==> config.mk <==
export PLATFORM = sky130hd
export DESIGN_NAME = mlfs_front
export DESIGN_NICKNAME = d
export VERILOG_FILES = /design/src/rtl/mlfs_pkg.sv /design/src/rtl/mlfs_front.sv
export SDC_FILE = /design/constraint.sdc
export NUM_CORES = 1
export LEC_CHECK = 0
export BUFFER_PORTS_ARGS = -buffer_cell sky130_fd_sc_hd__buf_2
export CAP_MARGIN = 20
export CORE_UTILIZATION = 35
export DETAILED_ROUTE_END_ITERATION = 8
export PLACE_DENSITY = 0.79
export SYNTH_ARGS = -nofsm -noshare
export SYNTH_HDL_FRONTEND = slang
export SYNTH_SLANG_ARGS = --single-unit
==> constraint.sdc <==
create_clock -name vclk -period 4.15
set_input_delay 0.83 -clock vclk [all_inputs]
set_output_delay 0.83 -clock vclk [all_outputs]
set_load 0.02 [all_outputs]
==> src/rtl/mlfs_pkg.sv <==
`default_nettype none
// ----------------------------------------------------------------------------
// mlfs_pkg: shared definitions of the memory LCD frame buffer serializer
// Geometry of the frame store, protocol bytes, action codes and the command
// word that passes from the front end to the back end.
// ----------------------------------------------------------------------------
package mlfs_pkg;

    localparam int WIDTH       = 320;
    localparam int HEIGHT      = 240;
    localparam int LINE_BYTES  = WIDTH / 8;
    localparam int STORE_BYTES = (WIDTH * HEIGHT + 7) / 8;
    localparam int ADDR_W      = $clog2(STORE_BYTES);
    localparam int LIN_W       = $clog2(256 * WIDTH + 512);
    localparam int CNT_W       = $clog2(LINE_BYTES + 1);
    localparam int QDEPTH      = 2;
    localparam int QPTR_W      = $clog2(QDEPTH);
    localparam int QCNT_W      = $clog2(QDEPTH + 1);

    localparam logic [7:0] CMD_WRITE = 8'h01;
    localparam logic [7:0] CMD_CLEAR = 8'h04;
    localparam logic [7:0] BYTE_ZERO = 8'h00;
    localparam logic [7:0] BYTE_ONES = 8'hFF;

    typedef enum logic [2:0] {
        ACT_SET   = 3'd0,
        ACT_READ  = 3'd1,
        ACT_WRITE = 3'd2,
        ACT_LINE  = 3'd3,
        ACT_CLEAR = 3'd4,
        ACT_FILL  = 3'd5
    } act_t;

    typedef struct packed {
        act_t              act;
        logic [ADDR_W-1:0] addr;
        logic [2:0]        bit_sel;
        logic              color;
        logic [7:0]        data;
        logic [7:0]        line_num;
        logic              first;
        logic              lastl;
        logic              hit;
    } cmd_t;

endpackage
`default_nettype wire

==> src/rtl/mlfs_front.sv <==
`default_nettype none
// ----------------------------------------------------------------------------
// mlfs_front: input decoder
// Accepts input words, checks their coordinates against the frame geometry,
// works out store addresses and passes the commands that have an effect on.
// ----------------------------------------------------------------------------
module mlfs_front (
    input  wire logic          s_tvalid,
    output logic               s_tready,
    input  wire logic [39:0]   s_tdata,   // x, y, color, column, data_byte, first_line
    input  wire logic [2:0]    s_tuser,   // action
    input  wire logic          s_tlast,   // final_line
    input  wire logic          run_ok,
    output mlfs_pkg::cmd_t     cmd,
    output logic               cmd_valid,
    input  wire logic          cmd_ready
);

    logic [8:0]                 x;
    logic [7:0]                 y;
    logic [5:0]                 column;
    mlfs_pkg::act_t             act;
    logic [mlfs_pkg::LIN_W-1:0] y_lin;
    logic [mlfs_pkg::LIN_W-1:0] pix_lin;
    logic [mlfs_pkg::LIN_W-1:0] wb_lin;
    logic [mlfs_pkg::LIN_W-1:0] line_base;
    logic                       x_ok;
    logic                       y_ok;
    logic                       col_ok;
    logic                       keep;

    assign x      = s_tdata[8:0];
    assign y      = s_tdata[16:9];
    assign column = s_tdata[23:18];
    assign act    = mlfs_pkg::act_t'(s_tuser);

    assign y_lin     = mlfs_pkg::LIN_W'(y) * mlfs_pkg::LIN_W'(mlfs_pkg::WIDTH);
    assign pix_lin   = y_lin + mlfs_pkg::LIN_W'(x);
    assign wb_lin    = y_lin + mlfs_pkg::LIN_W'({column, 3'b000});
    assign line_base = mlfs_pkg::LIN_W'(y) * mlfs_pkg::LIN_W'(mlfs_pkg::LINE_BYTES);

    assign x_ok   = {1'b0, x} < 10'(mlfs_pkg::WIDTH);
    assign y_ok   = y < 8'(mlfs_pkg::HEIGHT);
    assign col_ok = {1'b0, column} < 7'(mlfs_pkg::LINE_BYTES);

    always_comb begin
        cmd          = '0;
        cmd.act      = act;
        cmd.bit_sel  = x[2:0];
        cmd.color    = s_tdata[17];
        cmd.data     = s_tdata[31:24];
        cmd.line_num = y + 8'd1;
        cmd.first    = s_tdata[32];
        cmd.lastl    = s_tlast;
        cmd.hit      = x_ok && y_ok;
        keep         = 1'b0;
        unique case (act)
            mlfs_pkg::ACT_SET: begin
                keep     = x_ok && y_ok;
                cmd.addr = mlfs_pkg::ADDR_W'(pix_lin >> 3);
            end
            mlfs_pkg::ACT_READ: begin
                keep     = 1'b1;
                cmd.addr = mlfs_pkg::ADDR_W'(pix_lin >> 3);
            end
            mlfs_pkg::ACT_WRITE: begin
                keep     = col_ok && y_ok;
                cmd.addr = mlfs_pkg::ADDR_W'(wb_lin >> 3);
            end
            mlfs_pkg::ACT_LINE: begin
                keep     = y_ok;
                cmd.addr = mlfs_pkg::ADDR_W'(line_base);
            end
            mlfs_pkg::ACT_CLEAR,
            mlfs_pkg::ACT_FILL: begin
                keep = 1'b1;
            end
            default: begin
                keep = 1'b0;
            end
        endcase
    end

    // Words without an effect are taken and dropped here.
    assign s_tready  = run_ok && cmd_ready;
    assign cmd_valid = s_tvalid && s_tready && keep;

endmodule
`default_nettype wire

==> flow_summary.yaml <==
placed_design:
  place_area_sq_um: 1385
  gp_congestion: 0.8183
  pre_cts_slack_ns: 0.1347
  hpwlAfterDp_um: 2336
  port_buffers: 54
timing:
  fin_crit_sh_pct: 96.49
  setup_ws_ns: 0.1456
  period_minus_slack_ns: 4.004
  report.final.slew_viol_count: 0
  fmax_mhz: 249.7
  fin_hold_ws_ns: 1.660
  setup-tns-final_ns: 0
  setup_violations: 0
  tightest_slew_ns: 0.3734
  hold_viol_final: 0
  slew_headroom_pct: 75.00
  rsz0062_at_grt: "no"
global_route:
  grt_pass1_wl_um: 4657
  grt_use_total_pct: 16.30
  grt_pass1_vias: 1111
  grt-ovfl-total: 0
  antenna_found_initial: 0
  grt_max_degree: 18
yosys:
  synth-simple-area-share_pct: 29.13
  synth_top_family_by_area: "simple AND/OR/NAND/NOR gates"
  synth_area_sq_um: 1142
  synth.mux.area_fraction_pct: 3.834
  syn_nets: 223
  ys_types: 39
  postSynthAreaPerCell_sq_um: 7.230
  synth-xor-area-share_pct: 9.967
  synth_adder_area_share_pct: 21.03
  synth_compound_area_share_pct: 21.25
  yosys_warnings: 0
  ys_seq_area_share_pct: 0
  syn_inst: 158
layout:
  layout_commonest_cell: "buf_2"
  fin_area_sq_um: 1395
  final_cell_mix: "buf_2 (54), ha_1 (16), nor2_1 (14)"
  n_sequential_cell: 0
  final_nets: 267
  layout.area.seq_sq_um: 0
  drive_gt1_share_pct: 37.00
  final.fill_count: 312
  antennaDiodeCount: 0
  clockBufferCount: 0
  multi_input_area_sq_um: 983.4
  area_growth_pct: 22.12
route:
  first_iter_violations: 42
  first_pass_iters: 4
  routed_wl_um: 2775
  post_drt_wl_per_cell_um: 11.37
  avgViaCountPerCell: 4.906
  post-route-drc-count: 0
  final_antenna_net_count: 0
  num_vias: 1197
clock_tree:
  ctsHoldBuffers: 0
floorplan:
  die_y_um: 59.13
  row_count: 20
  core_sq_um: 3078
  io_pins: 89
  dieArea_sq_um: 3496
  start_util_pct: 37.11
  die_w_um: 59.13
critical_path:
  start_kind: "input pin"
  path_cells: "buf_2 > ha_1 > ha_1 > inv_1 > fa_1 > or3_4 > nor4_4 > nand3_2 > mux2i_1 > buf_2"
  cp_max_fo: 3
  path_buf_inv: 3
  critPathCaptureType: "output port"
  critPathTopFamily: "adder cells"
  cp.required_ns: 3.32
  critPathMaxStageDelay_ns: 0.46
  cp.arrival_ns: 3.17
  cpMaxStageDelayCell: "fa_1"
  criticalPathCategory: "input pin to output port"
job:
  cap_violations: 0
power:
  ir_worst_vdd_mv: 0.06406
  p_comb_share_pct: 100.0
  swShare_pct: 56.72
  p_per_area_nw_per_um2: 172.8
  p_int_w: 0.0001043
  power.total_w: 0.0002411
  clock_power_share_pct: 0
  p_seq_share_pct: 0
  p_leak_nw: 0.6984
  power_switching_w: 0.0001368
min_path:
  hold_class: "input pin to output port"
  hold_depth: 0
  whs_endpoint: "cmd[11]"
  hp-start: "s_tdata[24]"
outcome:
  status: "complete, no violations"
[metal layers]
layer | wire [um] | track usage, %
met1 | 1368 | 23.19
met2 | 1286 | 27.76
met3 | 112 | 1.092
met4 | 8 | 1.701
met5 | 0 | 0
[kinds of logic after synthesis]
group                      count (synthesis)
adders and majority gates                 18
muxes                                      4
and+or+nand+nor                           59
AOI/OAI and AO/OA                         36
buffers and inverters                     28
xor gates and xnor gates                  13
[repair_timing]
action | CTS | global route
setup endpoints to repair | 0 | 3
resized for setup | 0 | 2
buffers inserted | 0 | 0
hold endpoints to repair | 0 | 0
[worst max path at each step]
stage | startpoint | to | slack [ns] | cells past startpoint
after floorplan | s_tdata[10] | cmd[36] | 0.20 | 8
after global placement | s_tdata[10] | cmd[36] | 0.13 | 10
after detailed placement | s_tdata[10] | cmd[36] | 0.13 | 10
after CTS | s_tdata[10] | cmd[36] | 0.13 | 10
after global routing | s_tdata[10] | cmd[35] | 0.05 | 10
final | s_tdata[10] | cmd[35] | 0.15 | 10
[power by group through the flow]
stage / sequential (W) / combinational, W / clock (W)
CTS: 0 / 0.000240 / 0
global placement: 0 / 0.000234 / 0
global route: 0 / 0.000268 / 0
finish: 0 / 0.000241 / 0
detailed placement: 0 / 0.000238 / 0
floorplan: 0 / 0.000187 / 0
[cell type report]
| type | count | area share, % |
|---|---|---|
| well taps | 44 | 3.946 |
| multi-input cells | 130 | 70.49 |
| inverters | 9 | 2.422 |
| repair buffers | 61 | 23.14 |
[cells in the mapped netlist (2+ instances only)]
| cell type | count | area, sq um |
|---|---|---|
| a211oi_1 | 3 | 22.52 |
| a21oi_1 | 9 | 45.04 |
| and2b_1 | 4 | 30.03 |
| buf_4 | 17 | 127.6 |
| clkbuf_1 | 2 | 7.510 |
| fa_1 | 2 | 40.04 |
| ha_1 | 16 | 200.2 |
| inv_1 | 9 | 33.78 |
| mux2_2 | 3 | 33.78 |
| nand2_1 | 11 | 41.29 |
| nand2b_1 | 2 | 12.51 |
| nand3_1 | 2 | 10.01 |
| nand4_1 | 3 | 18.77 |
| nor2_1 | 14 | 52.55 |
| nor2b_1 | 6 | 37.54 |
| nor3_1 | 5 | 25.02 |
| nor3b_1 | 3 | 22.52 |
| o211ai_1 | 4 | 30.03 |
| o21a_1 | 3 | 22.52 |
| o21ai_0 | 8 | 40.04 |
| or2_2 | 2 | 12.51 |
| or3_1 | 2 | 12.51 |
| xnor2_1 | 10 | 87.58 |
| xor2_1 | 3 | 26.28 |
[through the flow]
| stage | instances | util, % |
|---|---|---|
| 2_1_floorplan | 158 | - |
| 3_3_place_gp | 244 | 45.00 |
| 3_5_place_dp | 244 | 45.00 |
| 4_1_cts | 244 | 45.00 |
| 5_1_grt | 244 | 45.33 |
| 6_report | 244 | 45.33 |
Power figures use the tool's default switching activity.
