==> src/rtl/mlfs_pkg.sv <==
`default_nettype none
// ----------------------------------------------------------------------------
// mlfs_pkg: shared definitions of the memory LCD frame buffer serializer
// Geometry of the frame store, protocol bytes, action codes and the command
// word that passes from the front end to the back end.
// ----------------------------------------------------------------------------
package mlfs_pkg;

    localparam int WIDTH       = 320;
    localparam int HEIGHT      = 240;
    localparam int LINE_BYTES  = WIDTH / 8;
    localparam int STORE_BYTES = (WIDTH * HEIGHT + 7) / 8;
    localparam int ADDR_W      = $clog2(STORE_BYTES);
    localparam int LIN_W       = $clog2(256 * WIDTH + 512);
    localparam int CNT_W       = $clog2(LINE_BYTES + 1);
    localparam int QDEPTH      = 2;
    localparam int QPTR_W      = $clog2(QDEPTH);
    localparam int QCNT_W      = $clog2(QDEPTH + 1);

    localparam logic [7:0] CMD_WRITE = 8'h01;
    localparam logic [7:0] CMD_CLEAR = 8'h04;
    localparam logic [7:0] BYTE_ZERO = 8'h00;
    localparam logic [7:0] BYTE_ONES = 8'hFF;

    typedef enum logic [2:0] {
        ACT_SET   = 3'd0,
        ACT_READ  = 3'd1,
        ACT_WRITE = 3'd2,
        ACT_LINE  = 3'd3,
        ACT_CLEAR = 3'd4,
        ACT_FILL  = 3'd5
    } act_t;

    typedef struct packed {
        act_t              act;
        logic [ADDR_W-1:0] addr;
        logic [2:0]        bit_sel;
        logic              color;
        logic [7:0]        data;
        logic [7:0]        line_num;
        logic              first;
        logic              lastl;
        logic              hit;
    } cmd_t;

endpackage
`default_nettype wire

==> src/rtl/mlfs_queue.sv <==
`default_nettype none
// ----------------------------------------------------------------------------
// mlfs_queue: command queue
// A short first-in first-out queue of decoded commands between the front end
// and the back end.
// ----------------------------------------------------------------------------
module mlfs_queue (
    input  wire logic           aclk,
    input  wire logic           aresetn,
    input  mlfs_pkg::cmd_t      wr_cmd,
    input  wire logic           wr_valid,
    output logic                wr_ready,
    output mlfs_pkg::cmd_t      rd_cmd,
    output logic                rd_valid,
    input  wire logic           rd_ready
);

    mlfs_pkg::cmd_t              slot_reg [mlfs_pkg::QDEPTH];
    logic [mlfs_pkg::QPTR_W-1:0] wr_ptr_reg;
    logic [mlfs_pkg::QPTR_W-1:0] rd_ptr_reg;
    logic [mlfs_pkg::QCNT_W-1:0] count_reg;
    logic                        do_wr;
    logic                        do_rd;

    assign wr_ready = count_reg != mlfs_pkg::QCNT_W'(mlfs_pkg::QDEPTH);
    assign rd_valid = count_reg != '0;
    assign rd_cmd   = slot_reg[rd_ptr_reg];
    assign do_wr    = wr_valid && wr_ready;
    assign do_rd    = rd_ready && rd_valid;

    always_ff @(posedge aclk) begin
        if (do_wr) begin
            slot_reg[wr_ptr_reg] <= wr_cmd;
        end
    end

    always_ff @(posedge aclk) begin
        if (!aresetn) begin
            wr_ptr_reg <= '0;
            rd_ptr_reg <= '0;
            count_reg  <= '0;
        end else begin
            if (do_wr) begin
                wr_ptr_reg <= wr_ptr_reg + 1'b1;
            end
            if (do_rd) begin
                rd_ptr_reg <= rd_ptr_reg + 1'b1;
            end
            if (do_wr && !do_rd) begin
                count_reg <= count_reg + 1'b1;
            end else if (do_rd && !do_wr) begin
                count_reg <= count_reg - 1'b1;
            end
        end
    end

endmodule
`default_nettype wire

==> config.mk <==
export PLATFORM = sky130hd
export DESIGN_NAME = mlfs_queue
export DESIGN_NICKNAME = d
export VERILOG_FILES = /design/src/rtl/mlfs_pkg.sv /design/src/rtl/mlfs_queue.sv
export SDC_FILE = /design/constraint.sdc
export NUM_CORES = 1
export LEC_CHECK = 0
export ABC_AREA = 1
export BUFFER_PORTS_ARGS = -buffer_cell sky130_fd_sc_hd__buf_2
export CAP_MARGIN = 20
export CORE_UTILIZATION = 45
export CTS_CLUSTER_SIZE = 8
export DETAILED_ROUTE_END_ITERATION = 16
export MAX_ROUTING_LAYER = met4
export PLACE_DENSITY = 0.7
export SLEW_MARGIN = 20
export SYNTH_ARGS = -nofsm -noshare
export SYNTH_HDL_FRONTEND = slang
export SYNTH_SLANG_ARGS = --single-unit
==> constraint.sdc <==
create_clock -name aclk -period 3.5 [get_ports aclk]
set_input_delay 0.175 -clock aclk [delete_from_list [all_inputs] [get_ports aclk]]
set_output_delay 0.175 -clock aclk [all_outputs]
set_load 0.01 [all_outputs]
==> results.md, run 1 <==
- The flow ran to the end, and the final reports show no timing, DRC or antenna violations.
- The routed via count divided by cell count is 4.83.
- The finished cells cover 3890 sq um.
- The post-route clock skew is 0.00641 ns.
- Timing would allow up to 0.487 GHz.
- The area share of the largest cell type after synthesis is 0.765.
- Clock tree synthesis found a total of 85 sinks.
- The final-layout setup total negative slack is 0 ns.
- The aggregate routed wire length is 4980 um.
- The register with the most flip-flops in the layout has 80 of them.
- Counting flops and latches in the post-synthesis netlist gives 85.
- For this block, the via count after detailed routing is 1648.
- At the worst endpoint, the arrival time is 1.88 ns.
- Timing analysis after detailed placement gives a worst setup slack of 1.61 ns.
- The placed cell count is 324.
- The mapped cell area is 3140 sq um.
- The cell sitting at the root of the clock tree is a clkbuf_8.
- The number of clock buffers added by TritonCTS is 9.
- The die extent in y is 85.5 um.
- The number of cells upsized or downsized after cts is 0.
- The number of diodes is 0.
- The cell count after synthesis came out at 161.
- The die covers 7320 sq um.
- The path class of the tightest hold or removal check is input port to register.
- The count of final setup violators is 0.
- VDD sags by at most 445 uV.
- The number of placement rows is 30.
- The total of hold buffers inserted after clock tree synthesis is 0.
- Dividing the final minimum period by the clock period gives 0.587.
- In the layout the commonest cells are buf_2, edfxtp_1, mux2_2, clkbuf_8, nand2_1.
- The number of top-level pins is 86.
- The kind of end point of the critical path is an output port.
- The post-route total power is 2.75 mW.
- The area growth from synthesis to layout is 23.9%.
- The end point of the critical path is rd_cmd[20].
- The placeable core area is 6760 sq um.
- The logic depth of the worst register-to-register path is 5.
- The remaining antenna violation count is 0.
- The number of antenna violations at the first check in global routing came to 0.
- The final count of pins violating max slew is 0.
- The final cell utilization of the core is 0.576.
- The worst setup path is launched from a register.
- The final instance count without filler cells is 341.
- The H-tree was split into 3 levels.
- The cell accounting for the most synthesized area is edfxtp_1.
- Headroom to the max-slew limit came out at 0.365.
- The die width is 85.5 um.
- Of the cells placed in the final design, the portion with a size suffix greater than 1 is 0.556.
- The number of input and output port buffers inserted is 85.
- The transition time at the pin with the least slew margin is 0.953 ns.
- Setup repair after global routing left no endpoint under its margin.
- The setup fix buffers added after clock tree synthesis is 0.
- The CTS tree is yes.
- For this configuration, the core starts out at a cell density of 0.465.
- The number of warnings printed during yosys synthesis is 0.
- The standard cell area after detailed placement is 3650 sq um.
- The final layout contains 301 nets.
- The final setup slack of the worst path is 1.45 ns.
- The leakage power is 1.49 nW.
- The tool flagged a number of max-cap violations equal to 0.
- For this block, the initial DRC count from the detailed router was 80.
- The post-synthesis net count is 206.
- The final weighted congestion in routability-driven placement is 0.690.
- The worst register-to-register path begins at count_reg[0].
- Yosys mapped the design onto 15 distinct sky130hd cell types.
- The internal reg-to-reg setup slack is 1.60 ns.
- Clock latency on the worst-skew pair, taken at its later pin, is 0.34 ns.
- Of all nets on the critical path, the largest fanout is 40.
- Hold timing on the final database bottoms out at a slack of 0.0158 ns.
- By startpoint and endpoint, the worst setup path is classified as register to output port.
- Across every metal layer, demand over resource in global routing totals 0.150.
- Before antenna repair, the detailed router went through 4 iterations.
- The total power divided by cell area is 706 nW/um^2.
- The time the final worst path needs with I/O delays and setup is 2.05 ns.
- The maximum root-to-sink buffer count is 2.
- The destination of the worst register-to-register timing path is slot_reg[0][12].
- After clock tree synthesis, the clock-pin slew on the worst setup and hold paths is 0.08 ns.
- Of the synthesized area, sequential elements account for 0.797.
- The via count of the first global-routing pass was 1616.
- After detailed routing, the average wire length per cell comes to 14.6 um.
- The most common cell after layout, fill and taps aside is buf_2.
- The total count of hold-check failures in the final report is 0.
- The residual DRC count is 0.
- After global routing the overflow that remains totals 0.
- For the worst setup path, the data required time is 3.32 ns.
- The first global-routing pass estimated 7600 um of wire.
- The average size of a mapped cell is 19.5 sq um.
- Sorting the synthesized cells by area gives the leading types as edfxtp_1, mux2_2, dfxtp_1.
- The maximum number of pins on one net before global-route repair is 41.
- The total half-perimeter wirelength after legalization and detailed placement is 3300 um.
## per-layer routing
layer,wire [um],share of wire,up-vias,track usage
met3,309,0.062,13,0.0520
met1,1980,0.40,787,0.164
met4,146,0.029,0,0.0818
met2,2540,0.51,51,0.241
met5,0,0,-,-
li1,-,-,797,-
## kinds of logic (layout without fill, tap and decap cells)
| group | Yosys count | count (layout) | synth area share |
|---|---|---|---|
| flip-flops | 85 | 85 | 0.797 |
| AND/OR/NAND/NOR | 19 | 19 | 0.0247 |
| multiplexers | 40 | 40 | 0.143 |
| AO/OA/AOI/OAI | 4 | 4 | 0.00717 |
| buffers and inverters | 12 | 112 | 0.0239 |
| adder cells (fa/ha/maj) | 1 | 1 | 0.00398 |
## critical path, cell delays in order (launching register included)
cell and delay (ns):
dfxtp_2 0.96, mux2_2 0.43, buf_2 0.14
## report_power, final
group	total (mW)	internal (mW)	switching (mW)
combinational	0.595	0.285	0.310
clock	0.782	0.471	0.311
sequential	1.37	1.29	0.0868
## worst min path at each step
stage	from	end	slack, ns	cells after the start
floorplan	wr_cmd[0]	slot_reg[0][0]	0.27	0
CTS	wr_cmd[28]	slot_reg[0][28]	0.004	1
global route	wr_cmd[19]	slot_reg[1][19]	0.0008	1
global placement	wr_cmd[27]	slot_reg[0][27]	0.36	1
finish	wr_cmd[29]	slot_reg[1][29]	0.02	1
detailed placement	wr_cmd[11]	slot_reg[1][11]	0.37	1
## cell usage after synthesis
cell      count
edfxtp_1     80
mux2_2       40
nand2_1       8
nor2_1        8
inv_1         7
dfxtp_1       5
buf_6         4
o21ai_0       2
a21oi_1       1
ha_1          1
inv_2         1
nand2_2       1
nand3_1       1
nand4_1       1
o21a_1        1
## cell type report
type                    instances  area (sq um)
well taps                      80           100
inverters                       8          30.0
clock buffers                  11           131
repair buffers                 88           450
clock inverters                 5          98.8
fillers                       524          2860
multi-input cells              64           578
flip-flops and latches         85          2500
Power figures use the tool's default switching activity.
==> run 2, diff against run 1 <==
==> constraint.sdc (replaced) <==
create_clock -name aclk -period 2 [get_ports aclk]
set_input_delay 0.1 -clock aclk [delete_from_list [all_inputs] [get_ports aclk]]
set_output_delay 0.1 -clock aclk [all_outputs]
set_load 0.01 [all_outputs]
==> results.md, run 2 (synthesized netlist as in run 1, its figures left out) <==
- The run finished, with violations left.
- The checks that failed: design-rule violations.
- Measured in cells, the most critical reg-to-reg path has a length of 5.
- Clock-pin slew was measured on the worst setup and hold paths at 0.08 ns.
- The endpoint identified for the worst register-to-register timing path is slot_reg[0][13].
- The total of max-cap violations is 0.
- The congestion estimate from routability-driven global placement came to 0.722.
- The number of buffers added by the clock tree synthesis step is 9.
- In the routed layout, each cell is associated on average with a via count of 4.94.
- The total half-perimeter wirelength after legalization and detailed placement is 3610 um.
- The die extent in y is 85.5 um.
- The global-route wire length before repair is 9180 um.
- The number of diodes is 0.
- The total global routing track utilization is 0.176.
- Global routing finished with a remaining overflow of 0.
- Based on the critical path, the design can be clocked at up to 0.617 GHz.
- For this block, the via count after detailed routing is 1897.
- For this run, design rule violations remaining after detail routing come to 1.
- The flip-flop count of the largest register after layout is 80.
- The maximum number of pins on one net before global-route repair is 30.
- The die width is 85.5 um.
- The kind of end point of the critical path is an output port.
- The library cell used most frequently in the layout, excluding fill and tap cells, is buf_2.
- Of the cells placed in the final design, the portion with a size suffix greater than 1 is 0.500.
- STA classifies the critical path startpoint as a register.
- The via count of the first global-routing pass is 1992.
- The placeable core area is 6760 sq um.
- The number of placement rows is 30.
- The final count of pins violating max slew came to 0.
- At the worst endpoint, the arrival time is 1.52 ns.
- Adding up every negative setup slack in the final design gives 0 ns.
- The number of antenna violations at the first check in global routing was 0.
- The signed area change from the synthesized netlist to the final layout is 37.1%.
- The leakage power is 1.67 nW.
- The clock passes through at most 2 buffers.
- The critical path class is register to output port.
- The worst register-to-register path begins at count_reg[0].
- The critical path goes through buf_4 > mux2_2 > buf_2.
- In this run the number of H-tree levels came out at 3.
- The clock sink count is 85.
- At the worst endpoint, the required time is 1.90 ns.
- The total count of hold-check failures in the final report was 0.
- The maximum fanout along the worst path is 24.
- The post-route clock skew is 0.00810 ns.
- In this run the tool buffered the top-level ports with 85 buffer cells.
- Setup repair after global routing left no endpoint under its margin.
- The total met3 wirelength after detailed routing is 257 um.
- On the critical path, the stage with the largest delay is an instance of mux2_2.
- The total power divided by cell area is 1130 nW/um^2.
- The remaining antenna violation count is 0.
- The number of stages on the worst hold path is 3.
- The transition time at the pin with the least slew margin is 0.407 ns.
- For this run, the slowest stage of the critical path takes 0.38 ns.
- The tree is rooted in a clkbuf_8.
- The number of cells upsized or downsized after cts is 0.
- The internal reg-to-reg setup slack is 0.46 ns.
- The CTS tree is yes.
- The tightest min-delay check is of the input port to register type.
- The net count of the finished layout is 344.
- The worst-case hold path end point is count_reg[1].
- The met1 layer wirelength in the final routing is 2420 um.
- The pre-antenna-repair detailed-routing pass consisted of 11 iterations.
- The time the final worst path needs with I/O delays and setup is 1.62 ns.
- Leaving out fill and tap cells, the most frequent cells in the layout are buf_2, edfxtp_1, mux2_2, dlygate4sd3_1, clkbuf_8.
- The filler cells instantiated in the layout total 481.
- The count of final setup violators is 0.
- The routed design uses 3030 um of met2 wire.
- The first-iteration detailed-routing DRC count is 89.
- During I/O placement, the number of pins put on the boundary was 86.
- The starting density of the core is 0.465.
- The worst-skew pair later-pin latency is 0.34 ns.
- The highest metal layer used by the detailed router is met4.
- In the final routed layout, each cell accounts on average for 15.2 um.
- In the finished design, the share of the clock period the worst path needs comes to 0.810.
- In this run the tightest slew margin relative to its limit is 0.729.
- The worst min-delay path startpoint is aresetn.
- The full die area is 7320 sq um.
- On the final layout, the worst hold slack is 0.0227 ns.
- The aggregate routed wire length is 5830 um.
- VDD sags by at most 650 uV.
-- run 2: stage by stage --
stage | area [sq um] | power, mW | utilization | instances | setup slack [ns]
final | 4310 | 4.86 | 0.637 | 384 | 0.379
after floorplan | 3150 | 3.11 | - | 161 | -0.0598
after CTS | 4310 | 4.89 | 0.637 | 384 | 0.359
after detailed placement | 3680 | 3.53 | 0.545 | 328 | 0.492
after global routing | 4310 | 5.09 | 0.637 | 384 | 0.294
after global placement | 3680 | 3.50 | 0.545 | 328 | 0.554
-- run 2: where the power goes --
group          switching (mW)  internal (mW)
Sequential             0.0746           2.25
Combinational           0.657          0.572
Clock                   0.599          0.709
Total                    1.33           3.53
-- run 2: layout make-up --
cell class / count / area (sq um) / share of cell area
multi-input combinational: 64 / 578 / 0.134
clock buffer: 9 / 124 / 0.0288
sequential: 85 / 2500 / 0.581
tap: 80 / 100 / 0.0232
clock inverter: 7 / 100 / 0.0232
timing repair buffer: 131 / 871 / 0.202
inverter: 8 / 30.0 / 0.00697
-- run 2: repair_timing --
action | in CTS | in global routing
hold buffers | 40 | 0
buffers inserted | 0 | 0
hold endpoints to repair | 80 | 0
-- run 2: how the worst max path moves through the flow --
stage | from | slack (ns) | cells past startpoint | end
global route | register | 0.29 | 3 | rd_cmd[30]
global placement | count_reg[0] | 0.55 | 5 | slot_reg[0][8]
finish | register | 0.38 | 3 | rd_cmd[5]
CTS | register | 0.36 | 3 | rd_cmd[30]
floorplan | count_reg[0] | -0.06 | 4 | slot_reg[0][0]
detailed placement | count_reg[0] | 0.49 | 5 | slot_reg[1][8]
-- run 2: routing by layer --
metal | GRT usage | vias up
met3 | 0.0385 | 12
met2 | 0.292 | 68
met4 | 0.0788 | 0
li1 | - | 888
met1 | 0.206 | 929
met5 | - | -
-- run 2: worst max-delay path, delay by kind of cell, from the launching register on --
kind | cells | cell delay (ns)
mux | 1 | 0.38
buf+inv | 2 | 0.46
flops | 1 | 0.33
==> run 3, diff against run 2 <==
--- a/config.mk
+++ b/config.mk
@@ -12,7 +12,7 @@
 export CTS_CLUSTER_SIZE = 8
 export DETAILED_ROUTE_END_ITERATION = 16
 export MAX_ROUTING_LAYER = met4
-export PLACE_DENSITY = 0.7
+export PLACE_DENSITY = 0.73
 export SLEW_MARGIN = 20
 export SYNTH_ARGS = -nofsm -noshare
 export SYNTH_HDL_FRONTEND = slang
==> constraint.sdc (replaced) <==
create_clock -name aclk -period 1.45 [get_ports aclk]
set_input_delay 0.0725 -clock aclk [delete_from_list [all_inputs] [get_ports aclk]]
set_output_delay 0.0725 -clock aclk [all_outputs]
set_load 0.01 [all_outputs]
==> results.md, run 3 (synthesized netlist as in run 1, its figures left out) <==
- The total power divided by cell area is 1490 nW/um^2.
- The end point of the critical path is rd_cmd[12].
- The worst register-to-register path begins at count_reg[0].
- After detailed routing, the met3 layer carries 227 um of wire.
- The worst relative slew slack is 0.885.
- In the final layout, the multi-input gates occupy 644 sq um.
- The number of input and output port buffers inserted is 85.
- In this run the most critical hold path is launched from wr_valid.
- The initial utilization of the core area, before any placement, comes to 0.465.
- The average wire per cell in the routed design is 15.5 um.
- The first-iteration detailed-routing DRC count is 67.
- The critical path crosses 3 cells after its start point.
- For this run, the total global-route usage over all layers was measured as 0.173.
- The total area inside the core boundary comes to 6760 sq um.
- The highest layer touched by signal routing is met4.
- The clock drives 85 sinks.
- The arrival time reported for the critical path endpoint is 1.39 ns.
- In the layout the commonest cells are edfxtp_1, buf_2, dlygate4sd3_1, mux2_2, buf_6.
- The floorplan step set the die height to 85.5 um.
- The met1 layer wirelength in the final routing is 2420 um.
- The full die area is 7320 sq um.
- In this run the horizontal extent of the chip is 85.5 um.
- Counting cells, the worst reg-to-reg path comes to 10.
- The highest ir drop seen on vdd is 998 uV.
- The worst register-to-register path ends at count_reg[1].
- The number of placement rows is 30.
- Among all stages on the critical path, the largest delay is contributed by dfxtp_4.
- The maximum number of pins on one net before global-route repair is 22.
- The via total after detailed routing is 1868.
- Routability-driven placement finished with a final weighted congestion of 0.671.
- The remaining antenna violation count is 0.
- The number of top-level pins is 86.
- The area occupied by registers is 2510 sq um.
- STA classifies the critical path endpoint as an output port.
- The layout has 482 filler cells.
- The worst-skew pair later-pin latency is 0.34 ns.
- The via count of the first global-routing pass is 1991.
- The maximum fanout along the worst path is 19.
- The first global-routing pass estimated 9090 um of wire.
- The final reports fail on negative setup slack.
- Traced cell by cell, the critical path runs through buf_12 > mux2_2 > buf_2.
- The flip-flop count of the largest register after layout is 80.
- The post-route clock skew is 0.0122 ns.
- The total of max-cap violations is 0.
- The part of the cycle the worst path needs is 1.01.
- The delay contributed by the slowest stage of the critical path is 0.38 ns.
- Summed over all nets, wire length on met2 after detailed routing comes to 3260 um.
- The most common cell after layout, fill and taps aside is edfxtp_1.
- The total count of hold-check failures in the final report is 0.
- At the pin with the least slew margin, the transition time is 0.171 ns.
- The repair_antennas step left the layout with diodes totalling 0.
- TritonCTS built the clock tree.
- In the final layout, the share of cells above drive strength 1 is 0.502.
- For this run, the share of the core covered by cells in the final layout is 0.664.
- The time the final worst path needs with I/O delays and setup is 1.46 ns.
- The count of nets after finishing is 345.
- The cell chosen for the clock root is clkbuf_8.
- Overall power consumption after layout is estimated at 6.70 mW.
- The flow ran to the end, but the final reports show violations.
- The type of the worst min-delay path is input port to register.
- The cell class contributing the biggest share of worst-path delay is flip-flops.
- The total half-perimeter wirelength after legalization and detailed placement is 3360 um.
- The signed area change from the synthesized netlist to the final layout is 42.9%.
- The final count of pins violating max slew came to 0.
- The number of buffers added by the clock tree synthesis step is 9.
- The maximum root-to-sink buffer count is 2.
- The internal reg-to-reg setup slack is 0.13 ns.
- Using the TritonRoute via totals, the vias-per-cell ratio works out to 4.85.
- The residual DRC count is 0.
- The number of antenna violations at the first check in global routing was 0.
- The nature of the critical path startpoint is a register.
- The number of H-tree branching levels is 3.
- The leakage power is 1.74 nW.
- Global routing finished with a remaining overflow of 0.
- Clock-pin slew was measured on the worst setup and hold paths at 0.07 ns.
- Setup repair after global routing could not meet its margin everywhere.
- The critical path class is register to output port.
- In the post-route analysis, the smallest setup slack over all paths is -0.00998 ns.
- The routed design has 5980 um of wire.
- The total iterations of the first detailed-routing run is 4.
- Based on the critical path, the design can be clocked at up to 0.685 GHz.
- Together, buffers and inverters on the worst path number 2.
- For the worst setup path, the data required time is 1.38 ns.
- The count of final setup violators is 6.
## run 3: changes by cell type in the layout (fill, tap and decap cells not counted), sizes merged
cell / change
clkbuf: +2
bufinv: -2
dlygate4sd3: +1
## run 3: area by class of cell
cell class / instances / share of cell area
sequential: 85 / 0.559
timing repair buffer: 132 / 0.233
multi-input combinational: 64 / 0.144
clock buffer: 11 / 0.0293
tap: 80 / 0.0223
inverter: 8 / 0.00725
clock inverter: 5 / 0.00613
## run 3: routing by layer
layer | up-vias | global-route usage
li1 | 889 | -
met1 | 914 | 0.194
met2 | 56 | 0.300
met3 | 9 | 0.0366
met4 | 0 | 0.0727
met5 | - | -
## run 3: metrics by stage
stage          setup TNS (ns)  setup slack [ns]  area [sq um]  cells  hold WS, ns
6_report              -0.0232          -0.00998          4490    385        0.154
5_1_grt                 -1.70           -0.0669          4490    385        0.175
4_1_cts                -0.596           -0.0286          4370    385        0.131
3_5_place_dp                0            0.0739          3770    328        0.264
3_3_place_gp                0             0.156          3770    328        0.261
2_1_floorplan           -7.45            -0.104          3170    161        0.171
## run 3: how the worst min path moves through the flow
| stage | endpoint | slack [ns] | cells after the start |
|---|---|---|---|
| 3_3_place_gp | slot_reg[0][10] | 0.26 | 1 |
| 2_1_floorplan | slot_reg[0][0] | 0.17 | 0 |
| 5_1_grt | wr_ptr_reg | 0.18 | 4 |
| 4_1_cts | wr_ptr_reg | 0.13 | 4 |
| 6_report | wr_ptr_reg | 0.15 | 4 |
| 3_5_place_dp | slot_reg[1][4] | 0.26 | 1 |
## run 3: power breakdown
part	leakage [nW]	total (mW)	switching (mW)	internal, mW
combinational	0.867	2.09	0.988	1.10
clock	0.0845	1.38	0.770	0.612
sequential	0.789	3.23	0.121	3.11
## run 3: repair_timing
| action | in CTS | in global routing |
|---|---|---|
| resized for setup | 5 | 24 |
| setup buffers | 0 | 0 |
| endpoints found under the setup margin | 40 | 41 |
| hold endpoints to repair | 81 | 0 |
| hold buffers | 41 | 0 |
## run 3: tightest hold or removal path: stages
cell     delay [ns]
buf_2          0.11
nand2_4        0.10
o21ai_0        0.08
nor2_1         0.08
